$ cat config.mk
export PLATFORM = sky130hd
export DESIGN_NAME = miller_rabin_round
export DESIGN_NICKNAME = d
export VERILOG_FILES = /design/src/rtl/mrr_pkg.sv /design/src/rtl/mrr_datapath.sv /design/src/rtl/mrr_control.sv /design/src/rtl/miller_rabin_round.sv
export SDC_FILE = /design/constraint.sdc
export NUM_CORES = 2
export LEC_CHECK = 0
export ABC_AREA = 1
export BUFFER_PORTS_ARGS = -buffer_cell sky130_fd_sc_hd__buf_2
export CORE_MARGIN = 3
export CORE_UTILIZATION = 45
export CTS_CLUSTER_DIAMETER = 120
export DETAILED_ROUTE_END_ITERATION = 8
export HOLD_SLACK_MARGIN = 0.05
export PLACE_DENSITY = 0.62
export SETUP_SLACK_MARGIN = 0.05
export SLEW_MARGIN = 20
export SYNTH_ARGS = -nofsm -noshare
export SYNTH_HDL_FRONTEND = slang
export SYNTH_SLANG_ARGS = --single-unit
$ cat constraint.sdc
create_clock -name i_clk -period 13.3 [get_ports i_clk]
set_input_delay 1.995 -clock i_clk [delete_from_list [all_inputs] [get_ports i_clk]]
set_output_delay 1.995 -clock i_clk [all_outputs]
set_load 0.05 [all_outputs]
$ cat src/rtl/mrr_pkg.sv
`default_nettype none
package mrr_pkg;

    // Working width of the arithmetic; fixed, since the transfer fields are fixed.
    localparam int NUM_WIDTH = 31;
    localparam int FIELD_W   = 31;

    typedef struct packed {
        logic [FIELD_W-1:0] candidate;
        logic [FIELD_W-1:0] random_word;
    } t_in;

    typedef struct packed {
        logic probably_prime;
        logic corner_case;
    } t_out;

    // Datapath operations selected by the controller.
    typedef enum logic [2:0] {
        OP_NONE  = 3'd0,
        OP_LOAD  = 3'd1,
        OP_SHIFT = 3'd2,
        OP_RSEED = 3'd3,
        OP_MUL   = 3'd4,
        OP_SQR   = 3'd5,
        OP_STEP  = 3'd6,
        OP_COPY  = 3'd7
    } t_op;

    typedef struct packed {
        t_op  op;
        logic start;
    } t_cmd;

    typedef struct packed {
        logic small_n;
        logic small_prime;
        logic d_odd;
        logic e_zero;
        logic e_bit;
        logic busy;
        logic x_one;
        logic x_nm1;
        logic r_left;
    } t_status;

endpackage
`default_nettype wire

$ cat src/rtl/mrr_datapath.sv
`default_nettype none
module mrr_datapath
    import mrr_pkg::*;
(
    input  wire logic    i_clk,
    input  wire logic    i_rst_n,
    input  wire t_in     i_data,
    input  wire t_cmd    i_cmd,
    output t_status      o_status
);
    localparam int W  = NUM_WIDTH;
    localparam int PW = 2 * NUM_WIDTH;
    localparam int CW = $clog2(PW + 1);
    localparam int RW = $clog2(NUM_WIDTH + 1);

    logic [W-1:0]  r_n, r_d, r_b, r_acc, r_x, r_rnd;
    logic [RW-1:0] r_r;
    // Shared restoring remainder unit: one dividend bit per cycle.
    logic [PW-1:0] r_dvd;
    logic [W:0]    r_rem;
    logic [W-1:0]  r_div;
    logic [CW-1:0] r_cnt;
    logic          r_busy;
    t_op           r_op;

    logic [W-1:0]  n_cand;
    logic [W:0]    w_shift, w_diff;
    logic [W-1:0]  w_opa, w_opb;
    logic [PW-1:0] w_prod, w_dvd_in;
    logic [W-1:0]  w_nm1;

    assign n_cand  = i_data.candidate[W-1:0];
    assign w_nm1   = r_n - {{(W-1){1'b0}}, 1'b1};
    assign w_shift = {r_rem[W-1:0], r_dvd[PW-1]};
    assign w_diff  = w_shift - {1'b0, r_div};

    // Multiplier operand choice for the next remainder pass.
    always_comb begin
        w_opa = r_b;
        w_opb = r_b;
        case (i_cmd.op)
            OP_MUL: begin
                w_opa = r_acc;
                w_opb = r_b;
            end
            OP_STEP: begin
                w_opa = r_x;
                w_opb = r_x;
            end
            default: begin
            end
        endcase
    end

    assign w_prod   = {{W{1'b0}}, w_opa} * {{W{1'b0}}, w_opb};
    assign w_dvd_in = (i_cmd.op == OP_RSEED) ? {{W{1'b0}}, r_rnd} : w_prod;

    // Operand registers and the serial remainder.
    always_ff @(posedge i_clk) begin
        if (!i_rst_n) begin
            r_busy <= 1'b0;
            r_cnt  <= '0;
            r_op   <= OP_NONE;
        end else if (r_busy) begin
            r_dvd <= {r_dvd[PW-2:0], 1'b0};
            r_rem <= w_diff[W] ? w_shift : w_diff;
            r_cnt <= r_cnt - CW'(1);
            if (r_cnt == CW'(1)) begin
                r_busy <= 1'b0;
            end
        end else if (i_cmd.start) begin
            r_op   <= i_cmd.op;
            r_dvd  <= w_dvd_in;
            r_rem  <= '0;
            r_div  <= (i_cmd.op == OP_RSEED) ? r_n - W'(4) : r_n;
            r_cnt  <= CW'(PW);
            r_busy <= 1'b1;
        end else if (r_op != OP_NONE) begin
            // Write back the finished remainder once.
            case (r_op)
                OP_RSEED: r_b <= r_rem[W-1:0] + W'(2);
                OP_MUL:   r_acc <= r_rem[W-1:0];
                OP_SQR: begin
                    r_b <= r_rem[W-1:0];
                    r_d <= {1'b0, r_d[W-1:1]};
                end
                OP_STEP: begin
                    r_x <= r_rem[W-1:0];
                    r_r <= r_r - RW'(1);
                end
                default: begin
                end
            endcase
            r_op <= OP_NONE;
        end else begin
            case (i_cmd.op)
                OP_LOAD: begin
                    r_n   <= n_cand;
                    r_d   <= n_cand - {{(W-1){1'b0}}, 1'b1};
                    r_rnd <= i_data.random_word[W-1:0];
                    r_r   <= '0;
                    r_acc <= {{(W-1){1'b0}}, 1'b1};
                end
                OP_SHIFT: begin
                    r_d <= {1'b0, r_d[W-1:1]};
                    r_r <= r_r + RW'(1);
                end
                OP_COPY: begin
                    r_x <= r_acc;
                end
                default: begin
                end
            endcase
        end
    end

    // Status for the controller.
    always_comb begin
        o_status.small_n     = (r_n <= W'(4));
        o_status.small_prime = (r_n == W'(2)) || (r_n == W'(3));
        o_status.d_odd       = r_d[0];
        o_status.e_zero      = (r_d == '0);
        o_status.e_bit       = r_d[0];
        o_status.busy        = r_busy || (r_op != OP_NONE);
        o_status.x_one       = (r_x == {{(W-1){1'b0}}, 1'b1});
        o_status.x_nm1       = (r_x == w_nm1);
        o_status.r_left      = (r_r > RW'(1));
    end

`ifndef SYNTHESIS
    a_cnt_busy: assert property (@(posedge i_clk) disable iff (!i_rst_n)
        r_busy |-> (r_cnt != '0))
        else $error("remainder count zero while busy");
    a_rem_range: assert property (@(posedge i_clk) disable iff (!i_rst_n)
        (r_busy && r_cnt == CW'(1)) |=> (r_rem <= {1'b0, r_div}))
        else $error("remainder not reduced");
    a_start_idle: assert property (@(posedge i_clk) disable iff (!i_rst_n)
        (i_cmd.start && !r_busy) |=> r_busy)
        else $error("start ignored");
`endif
endmodule
`default_nettype wire

$ cat src/rtl/mrr_control.sv
`default_nettype none
module mrr_control
    import mrr_pkg::*;
(
    input  wire logic    i_clk,
    input  wire logic    i_rst_n,
    input  wire logic    i_valid,
    output logic         o_stall,
    output logic         o_valid,
    input  wire logic    i_stall,
    output t_out         o_data,
    input  wire t_status i_status,
    output t_cmd         o_cmd
);
    typedef enum logic [9:0] {
        S_IDLE  = 10'b0000000001,
        S_CLASS = 10'b0000000010,
        S_STRIP = 10'b0000000100,
        S_SEED  = 10'b0000001000,
        S_POW   = 10'b0000010000,
        S_SQW   = 10'b0000100000,
        S_MULW  = 10'b0001000000,
        S_CHK   = 10'b0010000000,
        S_LOOPW = 10'b0100000000,
        S_DONE  = 10'b1000000000
    } t_state;

    t_state r_state, n_state;
    logic   r_wait;
    t_out   r_res, n_res;
    t_out   r_out, n_out;
    logic   r_full, n_full;

    // Sequencer for one candidate at a time.
    always_comb begin
        n_state   = r_state;
        n_res     = r_res;
        n_out     = r_out;
        n_full    = r_full;
        o_cmd.op    = OP_NONE;
        o_cmd.start = 1'b0;
        if (r_full && !i_stall) begin
            n_full = 1'b0;
        end
        case (r_state)
            S_IDLE: begin
                if (i_valid) begin
                    o_cmd.op = OP_LOAD;
                    n_state  = S_CLASS;
                end
            end
            S_CLASS: begin
                if (i_status.small_n) begin
                    n_res.probably_prime = i_status.small_prime;
                    n_res.corner_case    = 1'b1;
                    n_state = S_DONE;
                end else begin
                    n_state = S_STRIP;
                end
            end
            S_STRIP: begin
                if (i_status.d_odd) begin
                    o_cmd.op = OP_RSEED; o_cmd.start = 1'b1;
                    n_state  = S_SEED;
                end else begin
                    o_cmd.op = OP_SHIFT;
                end
            end
            S_SEED: begin
                if (!i_status.busy) begin
                    n_state = S_POW;
                end
            end
            S_POW: begin
                if (i_status.e_zero) begin
                    // The power is complete; x takes the accumulated value.
                    o_cmd.op = OP_COPY;
                    n_state  = S_CHK;
                end else if (i_status.e_bit && !r_wait) begin
                    o_cmd.op = OP_MUL; o_cmd.start = 1'b1;
                    n_state  = S_MULW;
                end else begin
                    o_cmd.op = OP_SQR; o_cmd.start = 1'b1;
                    n_state  = S_SQW;
                end
            end
            S_MULW: begin
                if (!i_status.busy) begin
                    n_state = S_POW;
                end
            end
            S_SQW: begin
                if (!i_status.busy) begin
                    n_state = S_POW;
                end
            end
            S_CHK: begin
                if (i_status.x_one || i_status.x_nm1) begin
                    n_res.probably_prime = i_status.x_nm1 || !r_wait;
                    n_res.corner_case    = 1'b0;
                    n_state = S_DONE;
                end else if (i_status.r_left) begin
                    o_cmd.op = OP_STEP; o_cmd.start = 1'b1;
                    n_state  = S_LOOPW;
                end else begin
                    n_res   = '{probably_prime: 1'b0, corner_case: 1'b0};
                    n_state = S_DONE;
                end
            end
            S_LOOPW: begin
                if (!i_status.busy) begin
                    n_state = S_CHK;
                end
            end
            S_DONE: begin
                // Move the verdict into the output register once it is free.
                if (!r_full || !i_stall) begin
                    n_out   = r_res;
                    n_full  = 1'b1;
                    n_state = S_IDLE;
                end
            end
            default: n_state = S_IDLE;
        endcase
    end

    // r_wait marks that the multiply for the current exponent bit is done,
    // and later that squaring has begun (x of one then means composite).
    always_ff @(posedge i_clk) begin
        if (!i_rst_n) begin
            r_state <= S_IDLE;
            r_full  <= 1'b0;
            r_wait  <= 1'b0;
        end else begin
            r_state <= n_state;
            r_full  <= n_full;
            if (r_state == S_IDLE) begin
                r_wait <= 1'b0;
            end else if (r_state == S_MULW && !i_status.busy) begin
                r_wait <= 1'b1;
            end else if (r_state == S_SQW && !i_status.busy) begin
                r_wait <= 1'b0;
            end else if (r_state == S_LOOPW) begin
                r_wait <= 1'b1;
            end else if (r_state == S_POW && i_status.e_zero) begin
                r_wait <= 1'b0;
            end
        end
    end

    always_ff @(posedge i_clk) begin
        r_res <= n_res;
        r_out <= n_out;
    end

    assign o_stall = (r_state != S_IDLE);
    assign o_valid = r_full;
    assign o_data  = r_out;

`ifndef SYNTHESIS
    a_one_item: assert property (@(posedge i_clk) disable iff (!i_rst_n)
        (i_valid && !o_stall) |=> (r_state == S_CLASS))
        else $error("transfer not taken");
    a_hold: assert property (@(posedge i_clk) disable iff (!i_rst_n)
        (o_valid && i_stall) |=> (o_valid && $stable(o_data)))
        else $error("result changed while stalled");
    a_no_lost: assert property (@(posedge i_clk) disable iff (!i_rst_n)
        (r_state == S_DONE && r_full && i_stall) |=> (r_state == S_DONE))
        else $error("result overwritten");
`endif
endmodule
`default_nettype wire

$ cat src/rtl/miller_rabin_round.sv
`default_nettype none
// One Miller-Rabin round per input transfer. Candidates up to four are decided
// by fixed rules. Otherwise the block strips twos from n-1 one factor at a time,
// forms the witness and runs square-and-multiply. Every modular product goes
// through one shared restoring remainder unit that steps through all
// 2*NUM_WIDTH dividend bits and then writes the remainder back. An item needs
// up to about 62 products (witness, multiplies, squares and the final
// squarings). One item is in work at a time; the result waits in an output
// register while the next item is accepted, and the input stalls whenever an
// item is in work, also while its verdict waits for that register to be free.
module miller_rabin_round
    import mrr_pkg::*;
(
    input  wire logic i_clk,
    input  wire logic i_rst_n,
    input  wire logic i_valid,
    output logic      o_stall,
    input  wire t_in  i_data,
    output logic      o_valid,
    input  wire logic i_stall,
    output t_out      o_data
);
    t_cmd    w_cmd;
    t_status w_status;

    mrr_control u_ctrl (
        .i_clk    (i_clk),
        .i_rst_n  (i_rst_n),
        .i_valid  (i_valid),
        .o_stall  (o_stall),
        .o_valid  (o_valid),
        .i_stall  (i_stall),
        .o_data   (o_data),
        .i_status (w_status),
        .o_cmd    (w_cmd)
    );

    mrr_datapath u_dp (
        .i_clk    (i_clk),
        .i_rst_n  (i_rst_n),
        .i_data   (i_data),
        .i_cmd    (w_cmd),
        .o_status (w_status)
    );
endmodule
`default_nettype wire

==> flow_metrics.py <==
metrics = {
    "outcome": {
        "status": "finished clean",
    },
    "cts": {
        "cts_hold_buf": 0,
        "clkTransAtPathRegs_ns": 0.06,
        "cts_resized": 0,
        "post_cts_buffers": 0,
        "h-tree-depth": 2,
        "cts_made_buffers": 39,
        "cts_sinks": 341,
        "clock_path_buffers": 3,
        "insertion_delay_ns": 0.59,
        "tritoncts": "yes",
        "clockRootBuffer": "clkbuf_16",
    },
    "placed_design": {
        "place_area_mm2": 0.0526,
        "numPortBuffers": 69,
        "gp_congestion": 1.03,
        "place_hpwl_mm": 146,
    },
    "logic_synthesis": {
        "async_flop_share": 0,
        "synth-simple-area-share": 0.190,
        "yosys_warnings": 0,
        "syn_nets": 7036,
        "yosysSeqAreaShare": 0.197,
        "ys.flop_type": "edfxtp_1",
        "netlist.area_leader.share": 0.330,
        "synth_top_family_by_area": "adder cells",
        "synth_edf_count": 319,
        "synth_compound_area_frac": 0.0699,
        "synthDistinctLibCells": 63,
        "yosys.area_share.adder": 0.403,
        "syn_area_mm2": 0.0509,
        "yosysTopAreaCell": "fa_1",
        "synth_xor_area_frac": 0.0267,
        "muxShareOfSynthArea": 0.00157,
        "syn_inst": 5834,
        "synthMostInstantiatedCell": "inv_1",
        "synth_seq_cells": 341,
        "synth_area_leaders": "fa_1 (33%), edfxtp_1 (19%), inv_1 (8.5%), ha_1 (7.3%), nor2_1 (5.9%)",
        "synthTopCellsByCount": "inv_1 (1145), fa_1 (838), nor2_1 (804)",
        "avgSynthCellArea_um2": 8.72,
    },
    "floorplanning": {
        "ioPinCount": 70,
        "row_count": 122,
        "coreArea_mm2": 0.111,
        "fp.dieArea_mm2": 0.117,
        "chipHeight_um": 342,
        "initial_core_util": 0.456,
        "die_x_um": 342,
    },
    "sta": {
        "worst_pin_slew_ns": 1.19,
        "fin_crit_ns": 11.82,
        "slew_headroom": 0.205,
        "setup_tns_ns": 0,
        "finalSetupViolCount": 0,
        "finalCritPeriodShare": 0.889,
        "timing.fmax_mhz": 84.6,
        "clock_skew_ns": 0.0417,
        "final-hold-violation-count": 0,
        "rsz0062_at_grt": "false",
        "finalMaxSlewViolations": 0,
    },
    "layout": {
        "syn2layout_area_growth_pct": 5.95,
        "diodes": 0,
        "multi_input_area_mm2": 0.0352,
        "final_area_mm2": 0.0539,
        "regMostFlops": "u_dp.r_dvd",
        "drive_gt1_frac": 0.0674,
        "fillers": 10800,
        "final_nets": 6988,
        "largest_register_ffs": 62,
        "layout.area.seq_mm2": 0.0100,
    },
    "setup_path": {
        "criticalPathCategory": "reg -> reg",
        "worst_setup_path_end_kind": "flop",
        "cp_max_fo": 29,
        "startpoint_type": "flop",
        "cp.arrival_ns": 12.14,
        "max_stage_delay_ns": 0.87,
        "required_ns": 13.62,
        "crit_top_cell": "fa_1",
        "slowest_stage": "inv_1",
    },
    "pwr": {
        "leakagePower_nw": 25.2,
        "powerDensity_mw_per_mm2": 91.3,
        "power_mw": 4.92,
        "vdd_drop_max_mv": 0.141,
    },
    "grt": {
        "grt_overflow": 0,
        "grt_max_degree": 76,
        "first_global_vias": 43400,
        "grt_pass1_wl_mm": 279,
        "antenna_found_initial": 5,
        "grt_use_total": 0.322,
    },
    "route": {
        "routed_wl_mm": 186,
        "vias": 42000,
        "dr.pass1.iters": 7,
        "wire_per_inst_um": 25.5,
        "antenna_left": 0,
        "drc": 0,
        "viasPerCell": 5.75,
        "drtIter0Drc": 4478,
    },
    "hold_path": {
        "hp-class": "reg -> reg",
    },
    "job": {
        "drv_cap": 0,
    },
}
-- final cells by class --
class | count | area share
flip-flops and latches | 341 | 0.186
repair buffers | 172 | 0.0208
clock buffers | 48 | 0.0191
inverters | 1164 | 0.0811
multi-input cells | 4068 | 0.654
clock inverters | 22 | 0.00432
well taps | 1488 | 0.0346
-- power by group --
group          internal [mW]  switching, mW
Combinational          0.801           1.62
Clock                  0.615          0.467
Sequential              1.35         0.0684
-- cell usage in the layout (no fill, tap or decap), types with 30 or more instances in the layout --
cell | netlist | routed
nor2_1 | 804 | 800
buf_2 | 124 | 69
edfxtp_1 | 319 | 319
nor3_1 | 46 | 45
nand4_1 | 34 | 34
nand2_1 | 592 | 590
xnor2_1 | 43 | 43
buf_4 | 22 | 103
ha_1 | 298 | 298
o21ai_0 | 200 | 195
nor4_1 | 36 | 36
a21oi_1 | 181 | 179
fa_1 | 838 | 838
o21bai_1 | 33 | 33
or2_2 | 30 | 30
xor2_1 | 112 | 112
a31oi_1 | 38 | 38
clkbuf_16 | 0 | 39
inv_1 | 1145 | 1142
nand3_1 | 555 | 555
-- routing by layer --
layer / share of wire / vias to the layer above / GRT usage
met1: 0.40 / 20800 / 0.435
li1: - / 18200 / -
met3: 0.13 / 518 / 0.104
met5: 0.00022 / - / 0
met4: 0.054 / 6 / 0.141
met2: 0.42 / 2453 / 0.474
-- cell families after synthesis --
family | after synthesis
AND/OR/NAND/NOR | 2192
XOR/XNOR | 155
buffers and inverters | 1425
adder cells (fa/ha/maj) | 1136
multiplexers | 8
AO/OA/AOI/OAI | 577
flip-flops | 341
-- per-stage QoR --
| stage | std cells | setup slack [ns] | hold WS (ns) | util |
|---|---|---|---|---|
| after floorplan | 5834 | 4.07 | 0.400 | - |
| after global placement | 7233 | 1.75 | 0.405 | 0.472 |
| after detailed placement | 7233 | 1.75 | 0.405 | 0.472 |
| after CTS | 7303 | 1.69 | 0.417 | 0.484 |
| after global routing | 7303 | 0.953 | 0.420 | 0.484 |
| final | 7303 | 1.48 | 0.417 | 0.484 |
-- path summary, 6_finish.rpt --
| check | end | cells after the start | slack, ns | startpoint |
|---|---|---|---|---|
| min | u_ctrl.o_data[1] | 0 | 0.42 | u_ctrl.r_res[1] |
| max | u_dp.r_dvd[38] | 39 | 1.48 | u_dp.r_n[0] |
| min reg2reg | u_ctrl.o_data[1] | 0 | 0.42 | u_ctrl.r_res[1] |
| max reg2reg | u_dp.r_dvd[38] | 39 | 1.48 | u_dp.r_n[0] |
-- critical path, delay by kind of cell (launching register included) --
| kind | cells | cell delay [ns] |
|---|---|---|
| compound gates | 7 | 2.01 |
| xor+xnor | 1 | 0.23 |
| fa+ha+maj | 10 | 4.66 |
| flops | 1 | 0.43 |
| buf+inv | 5 | 1.36 |
| simple gates | 16 | 2.85 |
No activity file was read; power rests on OpenSTA's default activity.
